**src/rtl/diw_pkg.sv**
```systemverilog
// diw_pkg: shared types, codes and descriptor tables for the descriptor image walker
// used by diw_walk and descriptor_image_walker_core; no dependencies
package diw_pkg;

	localparam int HEADER_BYTES_DEF = 12;
	localparam int QUEUE_DEPTH = 4;

	typedef enum logic [1:0] {
		KIND_HEADER = 2'd0,
		KIND_DESC   = 2'd1,
		KIND_END    = 2'd2,
		KIND_ERROR  = 2'd3
	} kind_t;

	localparam logic [2:0] ERR_NONE      = 3'd0;
	localparam logic [2:0] ERR_SHORT     = 3'd1;
	localparam logic [2:0] ERR_VERSION   = 3'd2;
	localparam logic [2:0] ERR_HDR_NAME  = 3'd3;
	localparam logic [2:0] ERR_TYPE      = 3'd4;
	localparam logic [2:0] ERR_TRUNC     = 3'd5;
	localparam logic [2:0] ERR_DESC_NAME = 3'd6;
	localparam logic [2:0] ERR_LONG      = 3'd7;

	localparam logic [2:0] TYPE_NONE  = 3'd0;
	localparam logic [2:0] TYPE_GROUP = 3'd1;
	localparam logic [2:0] TYPE_POWER = 3'd2;
	localparam logic [2:0] TYPE_DATA  = 3'd3;
	localparam logic [2:0] TYPE_IOPIN = 3'd4;
	localparam logic [2:0] TYPE_UART  = 3'd5;
	localparam logic [2:0] TYPE_I2C   = 3'd6;
	localparam logic [2:0] TYPE_SPI   = 3'd7;

	localparam logic [7:0] VERSION_BYTE = 8'h01;
	localparam logic [7:0] FILL_BYTE    = 8'hff;
	localparam logic [7:0] OFFSET_LIMIT = 8'hff;

	typedef struct packed {
		kind_t      kind;
		logic [2:0] err;
		logic [2:0] dtype;
		logic [7:0] offset;
		logic [8:0] body;
		logic [7:0] nlen;
		logic [7:0] goff;
		logic       in_grp;
		logic       last;
	} record_t;

	typedef struct packed {
		logic [1:0] count;
		record_t    rec0;
		record_t    rec1;
	} push_t;

	// body bytes still to come after the type byte
	function automatic logic [8:0] body_init(input logic [2:0] t);
		logic [8:0] r;
		case (t)
			TYPE_GROUP: r = 9'd0;
			TYPE_POWER: r = 9'd4;
			TYPE_DATA:  r = 9'd1;
			TYPE_IOPIN: r = 9'd1;
			TYPE_UART:  r = 9'd3;
			TYPE_I2C:   r = 9'd2;
			TYPE_SPI:   r = 9'd2;
			default:    r = 9'd0;
		endcase
		return r;
	endfunction

	function automatic logic name_default(input logic [2:0] t);
		logic r;
		case (t)
			TYPE_NONE:  r = 1'b0;
			TYPE_POWER: r = 1'b0;
			default:    r = 1'b1;
		endcase
		return r;
	endfunction

endpackage

```
**src/rtl/diw_walk.sv**
```systemverilog
// diw_walk: byte delay, header check and descriptor walk state for one image
// depends on diw_pkg; produces up to two records per item
module diw_walk #(
	parameter int HEADER_BYTES = diw_pkg::HEADER_BYTES_DEF
) (
	input  logic            clk,
	input  logic            arst_n,
	input  logic            fire,
	input  logic [7:0]      data_byte,
	input  logic            last_byte,
	output diw_pkg::push_t  push
);

	typedef enum logic [2:0] {
		PH_VERSION = 3'd0,
		PH_HFIX    = 3'd1,
		PH_HNAME   = 3'd2,
		PH_IDLE    = 3'd3,
		PH_BODY    = 3'd4,
		PH_DNAME   = 3'd5
	} phase_t;

	localparam logic [7:0] HFIX_END = 8'(HEADER_BYTES - 1);
	localparam logic [8:0] HDR_LEN = 9'(HEADER_BYTES);

	logic       dv0_q, dv1_q, dv0_d, dv1_d;
	logic [7:0] d0_q, d1_q, d0_d, d1_d;
	logic [7:0] pos_q, pos_d;
	phase_t     phase_q, phase_d;
	logic [2:0] type_q, type_d;
	logic [7:0] start_q, start_d;
	logic [8:0] br_q, br_d;
	logic       nw_q, nw_d;
	logic [7:0] nc_q, nc_d;
	logic [7:0] gstart_q, gstart_d;
	logic       gseen_q, gseen_d;
	logic       failed_q, failed_d;

	logic [7:0] b;
	logic [7:0] rel;
	logic [7:0] nc_inc;
	logic [8:0] br_t, br_n;
	logic       nw_t;
	logic [7:0] fin_nc;
	logic [8:0] fin_body;
	diw_pkg::record_t fin_rec, rec_p, rec_l;
	logic       p_emit, l_emit;

	assign b      = d0_q;
	assign rel    = pos_q - start_q;
	assign nc_inc = nc_q + 8'd1;
	assign fin_nc = (phase_q == PH_DNAME) ? nc_inc : 8'd0;
	assign fin_body = {1'b0, pos_q} + 9'd1 - {1'b0, start_q} - {1'b0, fin_nc};

	always_comb begin
		fin_rec = '0;
		fin_rec.kind   = diw_pkg::KIND_DESC;
		fin_rec.err    = diw_pkg::ERR_NONE;
		fin_rec.dtype  = type_q;
		fin_rec.offset = start_q;
		fin_rec.body   = fin_body;
		fin_rec.nlen   = fin_nc;
		if (type_q == diw_pkg::TYPE_GROUP) begin
			fin_rec.goff   = start_q;
			fin_rec.in_grp = 1'b0;
		end else begin
			fin_rec.goff   = gseen_q ? gstart_q : 8'd0;
			fin_rec.in_grp = gseen_q;
		end
		fin_rec.last = 1'b0;
	end

	// data length and name-present bits picked up in the body
	always_comb begin
		br_t = br_q;
		nw_t = nw_q;
		if (rel == 8'd1 && type_q == diw_pkg::TYPE_DATA) begin
			br_t = br_q + {1'b0, b};
			nw_t = b[7];
		end else if (rel == 8'd1 && (type_q == diw_pkg::TYPE_I2C ||
				type_q == diw_pkg::TYPE_SPI)) begin
			nw_t = b[7];
		end else if (rel == 8'd3 && type_q == diw_pkg::TYPE_UART) begin
			nw_t = b[7];
		end
		br_n = (br_t != 9'd0) ? br_t - 9'd1 : 9'd0;
	end

	always_comb begin
		dv0_d    = dv1_q;
		d0_d     = d1_q;
		dv1_d    = 1'b1;
		d1_d     = data_byte;
		pos_d    = pos_q;
		phase_d  = phase_q;
		type_d   = type_q;
		start_d  = start_q;
		br_d     = br_q;
		nw_d     = nw_q;
		nc_d     = nc_q;
		gstart_d = gstart_q;
		gseen_d  = gseen_q;
		failed_d = failed_q;
		rec_p    = '0;
		rec_l    = '0;
		p_emit   = 1'b0;
		l_emit   = 1'b0;

		if (dv0_q && dv1_q && !failed_q) begin
			if (pos_q == diw_pkg::OFFSET_LIMIT) begin
				p_emit     = 1'b1;
				failed_d   = 1'b1;
				rec_p.kind = diw_pkg::KIND_ERROR;
				rec_p.err  = diw_pkg::ERR_LONG;
				rec_p.last = 1'b1;
			end else begin
				pos_d = pos_q + 8'd1;
				case (phase_q)
					PH_VERSION: begin
						if (b != diw_pkg::VERSION_BYTE) begin
							p_emit     = 1'b1;
							failed_d   = 1'b1;
							rec_p.kind = diw_pkg::KIND_ERROR;
							rec_p.err  = diw_pkg::ERR_VERSION;
							rec_p.last = 1'b1;
						end else begin
							phase_d = (HEADER_BYTES > 1) ? PH_HFIX : PH_HNAME;
							nc_d    = 8'd0;
						end
					end
					PH_HFIX: begin
						if (pos_q >= HFIX_END) begin
							phase_d = PH_HNAME;
							nc_d    = 8'd0;
						end
					end
					PH_HNAME: begin
						nc_d = nc_inc;
						if (b[7]) begin
							p_emit     = 1'b1;
							rec_p.kind = diw_pkg::KIND_HEADER;
							rec_p.body = HDR_LEN;
							rec_p.nlen = nc_inc;
							phase_d    = PH_IDLE;
						end
					end
					PH_IDLE: begin
						if (b == diw_pkg::FILL_BYTE) begin
							phase_d = PH_IDLE;
						end else if (b == 8'd0 || b > 8'd7) begin
							p_emit       = 1'b1;
							failed_d     = 1'b1;
							rec_p.kind   = diw_pkg::KIND_ERROR;
							rec_p.err    = diw_pkg::ERR_TYPE;
							rec_p.offset = pos_q;
							rec_p.last   = 1'b1;
						end else begin
							start_d = pos_q;
							type_d  = b[2:0];
							br_d    = diw_pkg::body_init(b[2:0]);
							nw_d    = diw_pkg::name_default(b[2:0]);
							nc_d    = 8'd0;
							// a group has no body and always a name
							phase_d = (b[2:0] == diw_pkg::TYPE_GROUP) ? PH_DNAME : PH_BODY;
						end
					end
					PH_BODY: begin
						br_d = br_n;
						nw_d = nw_t;
						if (br_n == 9'd0) begin
							nc_d = 8'd0;
							if (nw_t) begin
								phase_d = PH_DNAME;
							end else begin
								p_emit  = 1'b1;
								rec_p   = fin_rec;
								phase_d = PH_IDLE;
							end
						end
					end
					PH_DNAME: begin
						nc_d = nc_inc;
						if (b[7]) begin
							p_emit  = 1'b1;
							rec_p   = fin_rec;
							phase_d = PH_IDLE;
						end
					end
					default: begin
						phase_d = phase_q;
					end
				endcase
				if (p_emit && rec_p.kind == diw_pkg::KIND_DESC &&
						type_q == diw_pkg::TYPE_GROUP) begin
					gstart_d = start_q;
					gseen_d  = 1'b1;
				end
			end
		end

		if (last_byte) begin
			if (!failed_d) begin
				l_emit     = 1'b1;
				rec_l.kind = diw_pkg::KIND_ERROR;
				rec_l.last = 1'b1;
				case (phase_d)
					PH_IDLE: rec_l.kind = diw_pkg::KIND_END;
					PH_HNAME: rec_l.err = (nc_d == 8'd0) ? diw_pkg::ERR_SHORT
						: diw_pkg::ERR_HDR_NAME;
					PH_BODY: begin
						rec_l.err    = diw_pkg::ERR_TRUNC;
						rec_l.dtype  = type_d;
						rec_l.offset = start_d;
					end
					PH_DNAME: begin
						rec_l.err    = diw_pkg::ERR_DESC_NAME;
						rec_l.dtype  = type_d;
						rec_l.offset = start_d;
					end
					default: rec_l.err = diw_pkg::ERR_SHORT;
				endcase
			end
			dv0_d    = 1'b0;
			dv1_d    = 1'b0;
			pos_d    = 8'd0;
			phase_d  = PH_VERSION;
			type_d   = 3'd0;
			start_d  = 8'd0;
			br_d     = 9'd0;
			nw_d     = 1'b0;
			nc_d     = 8'd0;
			gstart_d = 8'd0;
			gseen_d  = 1'b0;
			failed_d = 1'b0;
		end
	end

	always_comb begin
		push.count = {1'b0, p_emit} + {1'b0, l_emit};
		push.rec0  = p_emit ? rec_p : rec_l;
		push.rec1  = rec_l;
	end

	always_ff @(posedge clk or negedge arst_n) begin
		if (!arst_n) begin
			dv0_q    <= 1'b0;
			dv1_q    <= 1'b0;
			pos_q    <= 8'd0;
			phase_q  <= PH_VERSION;
			type_q   <= 3'd0;
			start_q  <= 8'd0;
			br_q     <= 9'd0;
			nw_q     <= 1'b0;
			nc_q     <= 8'd0;
			gstart_q <= 8'd0;
			gseen_q  <= 1'b0;
			failed_q <= 1'b0;
		end else if (fire) begin
			dv0_q    <= dv0_d;
			dv1_q    <= dv1_d;
			pos_q    <= pos_d;
			phase_q  <= phase_d;
			type_q   <= type_d;
			start_q  <= start_d;
			br_q     <= br_d;
			nw_q     <= nw_d;
			nc_q     <= nc_d;
			gstart_q <= gstart_d;
			gseen_q  <= gseen_d;
			failed_q <= failed_d;
		end
	end

	always_ff @(posedge clk) begin
		if (fire) begin
			d0_q <= d0_d;
			d1_q <= d1_d;
		end
	end

	assert property (@(posedge clk) disable iff (!arst_n)
		fire && last_byte |=> !dv0_q && !dv1_q && phase_q == PH_VERSION)
		else $error("walker state not cleared after image end");

	assert property (@(posedge clk) disable iff (!arst_n)
		fire && push.count == 2'd2 |-> push.rec1.last && !push.rec0.last)
		else $error("two records in one item with wrong final mark");

	assert property (@(posedge clk) disable iff (!arst_n)
		failed_q |-> dv0_q && dv1_q)
		else $error("failure recorded without processed byte");

endmodule

```
**src/rtl/descriptor_image_walker_core.sv**
```systemverilog
// descriptor_image_walker_core: top level, input register, walker and result queue
// depends on diw_pkg and diw_walk
//
//   channel | handshake          | payload
//   --------+--------------------+--------------------------------------------
//   in      | in_valid, in_stall | data_byte, last_byte
//   out     | out_valid, out_stall | record_kind .. last_record, one record per item
//
// one byte is accepted per cycle while in_stall is low; it is walked from the input register
// a byte is parsed when two newer bytes have come in, so its record leaves with a later byte
// records enter a four-entry queue; the input register holds while fewer than two entries are free
// out_valid follows the queue occupancy; a record is queued the cycle after its byte is walked
// reset at once empties the queue and clears the input valid bit and all walker state except the delayed bytes
module descriptor_image_walker_core #(
	parameter int HEADER_BYTES = diw_pkg::HEADER_BYTES_DEF
) (
	input  logic       clk,
	input  logic       arst_n,
	input  logic       in_valid,
	output logic       in_stall,
	input  logic [7:0] data_byte,
	input  logic       last_byte,
	output logic       out_valid,
	input  logic       out_stall,
	output logic [1:0] record_kind,
	output logic [2:0] error_code,
	output logic [2:0] desc_type,
	output logic [7:0] item_offset,
	output logic [8:0] body_length,
	output logic [7:0] name_len,
	output logic [7:0] group_offset,
	output logic       in_group,
	output logic       last_record
);

	localparam int PW = $clog2(diw_pkg::QUEUE_DEPTH);
	localparam int CW = $clog2(diw_pkg::QUEUE_DEPTH + 1);
	localparam logic [CW-1:0] FIRE_LIMIT = CW'(diw_pkg::QUEUE_DEPTH - 2);
	localparam logic [CW-1:0] FULL_COUNT = CW'(diw_pkg::QUEUE_DEPTH);

	logic       valid_s1;
	logic [7:0] byte_s1;
	logic       last_s1;
	logic       fire, pop;
	diw_pkg::push_t push;

	diw_pkg::record_t queue_q [diw_pkg::QUEUE_DEPTH];
	logic [PW-1:0] wptr_q, rptr_q;
	logic [CW-1:0] count_q;
	logic [PW-1:0] wptr_1;
	diw_pkg::record_t head;

	assign fire     = valid_s1 && (count_q <= FIRE_LIMIT);
	assign in_stall = valid_s1 && !fire;
	assign pop      = out_valid && !out_stall;
	assign wptr_1   = wptr_q + PW'(1);

	always_ff @(posedge clk or negedge arst_n) begin
		if (!arst_n) begin
			valid_s1 <= 1'b0;
		end else if (!in_stall) begin
			valid_s1 <= in_valid;
		end
	end

	always_ff @(posedge clk) begin
		if (!in_stall && in_valid) begin
			byte_s1 <= data_byte;
			last_s1 <= last_byte;
		end
	end

	diw_walk #(
		.HEADER_BYTES(HEADER_BYTES)
	) u_walk (
		.clk       (clk),
		.arst_n    (arst_n),
		.fire      (fire),
		.data_byte (byte_s1),
		.last_byte (last_s1),
		.push      (push)
	);

	always_ff @(posedge clk or negedge arst_n) begin
		if (!arst_n) begin
			wptr_q  <= '0;
			rptr_q  <= '0;
			count_q <= '0;
		end else begin
			if (fire) begin
				wptr_q <= wptr_q + PW'(push.count);
			end
			if (pop) begin
				rptr_q <= rptr_q + PW'(1);
			end
			count_q <= count_q + (fire ? CW'(push.count) : CW'(0)) - (pop ? CW'(1) : CW'(0));
		end
	end

	always_ff @(posedge clk) begin
		if (fire && push.count != 2'd0) begin
			queue_q[wptr_q] <= push.rec0;
		end
		if (fire && push.count == 2'd2) begin
			queue_q[wptr_1] <= push.rec1;
		end
	end

	assign head         = queue_q[rptr_q];
	assign out_valid    = (count_q != '0);
	assign record_kind  = head.kind;
	assign error_code   = head.err;
	assign desc_type    = head.dtype;
	assign item_offset  = head.offset;
	assign body_length  = head.body;
	assign name_len     = head.nlen;
	assign group_offset = head.goff;
	assign in_group     = head.in_grp;
	assign last_record  = head.last;

	assert property (@(posedge clk) disable iff (!arst_n)
		count_q <= FULL_COUNT)
		else $error("result queue overflow");

	assert property (@(posedge clk) disable iff (!arst_n)
		fire |-> count_q <= FIRE_LIMIT)
		else $error("item walked without room for two records");

	assert property (@(posedge clk) disable iff (!arst_n)
		in_stall |-> valid_s1)
		else $error("input held with empty input register");

	assert property (@(posedge clk) disable iff (!arst_n)
		out_valid && record_kind == diw_pkg::KIND_ERROR |-> last_record)
		else $error("error record not marked final");

endmodule
```
**config.mk**
```make
export PLATFORM = sky130hd
export DESIGN_NAME = descriptor_image_walker_core
export DESIGN_NICKNAME = d
export VERILOG_FILES = /design/src/rtl/diw_pkg.sv /design/src/rtl/diw_walk.sv /design/src/rtl/descriptor_image_walker_core.sv
export SDC_FILE = /design/constraint.sdc
export NUM_CORES = 1
export LEC_CHECK = 0
export ABC_AREA = 1
export BUFFER_PORTS_ARGS = -buffer_cell sky130_fd_sc_hd__clkbuf_2
export CORE_MARGIN = 3
export CORE_UTILIZATION = 62
export DETAILED_ROUTE_END_ITERATION = 10
export PLACE_DENSITY = 0.91
export SYNTH_ARGS = -nofsm -noshare
export SYNTH_HDL_FRONTEND = slang
export SYNTH_SLANG_ARGS = --single-unit
```
**constraint.sdc**
```tcl
create_clock -name clk -period 14.6 [get_ports clk]
set_input_delay 2.19 -clock clk [delete_from_list [all_inputs] [get_ports clk]]
set_output_delay 2.19 -clock clk [all_outputs]
set_load 0.02 [all_outputs]
```
==> reports/metrics.csv <==
metric,value,unit
Hold Path Class,flip-flop to flip-flop,
RSZ-0062 raised after global routing,no,
min Tclk post-route,6.79,ns
period utilisation layout,46.5,%
Area Overhead vs Synth,9.57,%
synth unique cells,48,
Post-Syn Area,0.0140,mm^2
warnings from Yosys,0,
GRT Total Usage,30.7,%
run status,finished clean,
Final GP Congestion,0.993,
Area contributors post-synth,"edfxtp_1, dfxtp_1, nand2_1",
CTS sink count,257,
syn nets,1865,
final setup margin,7.81,ns
Post-Syn Area per Cell,7.78,um^2
initial antenna violation count,0,
fin nets,1881,
"EDFF count, synth",93,
CTS max path bufs,3,
ys async rst share,23.3,%
1st-iter DRT viols,1624,
Hold Buf Count CTS,0,
largest net degree at the start of global routing,88,
H-tree Lvls,1,
Max-cap violations,0,
Syn Inst Count,1799,
first-pass GRT wire length,61500,um
antenna-violating nets left,0,
Crit path largest cell delay,0.82,ns
reg2reg setup slack,7.81,ns
Final Max Tran Viols,0,
Setup crit end kind,flip-flop,
DRC Markers,0,
Power Total,2.70,mW
total grt overflow,0,
Clock Skew,0.0174,ns
Hold EP,u_walk.b[7]$_DFFE_PP_,
sequential area share after synthesis,45.6,%
Pwr Density,176,mW/mm^2
die height,156,um
worst reg2reg startpoint,u_walk.pos_q[0]$_DFFE_PN0P_,
Die X,156,um
crit start category,flip-flop,
r2r worst-path depth,30,
hold slack,0.419,ns
total CTS buffers,27,
# port buffers,57,
Initial Utilization,63.5,%
Detailed Place HPWL,25500,um
vias per inst,6.20,
most frequent cells in the layout,"nand2_1, o21ai_0, nor2_1",
Reg-to-Reg End,queue_q[0][35]$_DFFE_PP_,
most common cell type on the critical path,nand2_1,
maximum vdd ir drop,0.225,mV
clock root buffer,clkbuf_16,
ant diodes,0,
# IOs,58,
"commonest non-fill, non-tap cell in the layout",nand2_1,
DR vias,13100,
share of cells above drive strength 1,9.32,%
vias in the first global route,12600,
Post-CTS Setup Inserts,0,
Post-synth top flop,dfxtp_1,
number of gates resized after cts,0,
class of the most critical setup path,flip-flop to flip-flop,
Clock Latency Late Sink,0.56,ns
WL final,37800,um
"Data required, critical path",14.68,ns
hold_sp,u_walk.d0_d[7]$_DFFE_PP_,
Max transition margin,19.7,%
worst slack at placement,8.05,ns
Final Hold Fails,0,
die area,0.0244,mm^2
Synth area leader,edfxtp_1,
area fraction of the dominant cell type after synthesis,20.0,%
Yosys reg bits,257,
Final setup viols,0,
Critical Path Fanout Max,30,
Initial DRT Pass Iterations,8,
Max Clk Rate,147,MHz
wire per inst,17.9,um
"Arr. time, crit path",6.87,ns
critical path's slowest cell,inv_1,
TNS Setup,0,ns
Leak,6.71,nW
Row Count,54,
Worst Hold Depth,0,
core region area,0.0220,mm^2
Slew @ Worst Pin,1.20,ns
CTS tree,yes,
Final Core Density,69.6,%
clock slew at reported path FFs,0.06,ns
synth_stat cells (all sizes together), types with 6 or more instances:
| library cell | n |
|---|---|
| nand2 | 422 |
| o21ai | 253 |
| nor2 | 187 |
| inv | 165 |
| nand3 | 141 |
| dfxtp | 104 |
| edfxtp | 93 |
| o22ai | 83 |
| clkbuf | 79 |
| dfrtp | 60 |
| a21oi | 42 |
| ha | 42 |
| nand4 | 28 |
| nor3 | 22 |
| xor2 | 14 |
| fa | 11 |
| o21bai | 10 |
| buf | 9 |
| xnor2 | 7 |
| or2 | 6 |
power by group:
part           leakage (nW)  internal (mW)  total [mW]  switching [mW]
clock network         0.445          0.411       0.701           0.290
logic                  3.74          0.299        1.08           0.782
registers              2.53          0.857       0.915          0.0575
final cells by class:
cell class,instances,area [um^2]
multi-input combinational,1286,6650
sequential,257,6380
clock buffer,36,739
tap,280,350
fill,1611,6690
clock inverter,13,160
timing repair buffer,75,420
inverter,168,631
layer usage:
layer | part of all wire, % | global-route usage [%] | vias to the layer above
li1 | - | - | 6113
met1 | 39 | 39.9 | 6039
met2 | 48 | 51.3 | 816
met3 | 9.7 | 4.95 | 155
met4 | 3.9 | 13.1 | 0
met5 | 0 | 0 | -
state kept, by name, summed over array words and instances (netlist names), 2 cells and up:
register         cells
queue_q            172
u_walk.br_q          9
byte_s1              8
u_walk.b             8
u_walk.d0_d          8
u_walk.gstart_q      8
u_walk.nc_q          8
u_walk.pos_q         8
u_walk.start_q       8
count_q              3
u_walk.phase_q       3
u_walk.type_q        3
rptr_q               2
wptr_q               2
logic make-up after synthesis:
family	after synthesis	share of synthesized area, %
simple gates	811	24.9
compound gates	401	15.8
flops	257	45.6
buf+inv	256	7.12
fa+ha+maj	53	5.33
xor+xnor	21	1.31
how the worst max path moves through the flow:
stage | startpoint | end | slack [ns] | cells after the start
2_1_floorplan | u_walk.pos_q[0]$_DFFE_PN0P_ | queue_q[1][0]$_DFFE_PP_ | 9.42 | 32
3_3_place_gp | u_walk.pos_q[0]$_DFFE_PN0P_ | queue_q[2][36]$_DFFE_PP_ | 8.21 | 29
3_5_place_dp | u_walk.pos_q[0]$_DFFE_PN0P_ | queue_q[2][35]$_DFFE_PP_ | 8.05 | 28
4_1_cts | u_walk.pos_q[0]$_DFFE_PN0P_ | queue_q[0][36]$_DFFE_PP_ | 7.96 | 29
5_1_grt | u_walk.pos_q[0]$_DFFE_PN0P_ | queue_q[0][41]$_DFFE_PP_ | 7.30 | 30
6_report | u_walk.pos_q[0]$_DFFE_PN0P_ | queue_q[0][35]$_DFFE_PP_ | 7.81 | 30
through the flow:
step           instances  area, um^2
2_1_floorplan       1799       14000
3_3_place_gp        2066       14400
3_5_place_dp        2066       14400
4_1_cts             2115       15300
5_1_grt             2115       15300
6_report            2115       15300
critical path, delay by kind of cell, from the launching register on:
family | cells | cell delay (ns)
XOR/XNOR | 1 | 0.22
AND/OR/NAND/NOR | 21 | 3.32
flip-flops | 1 | 0.40
buffers and inverters | 4 | 1.28
adder cells (fa/ha/maj) | 4 | 1.06
(Power assumes the default switching activity.)
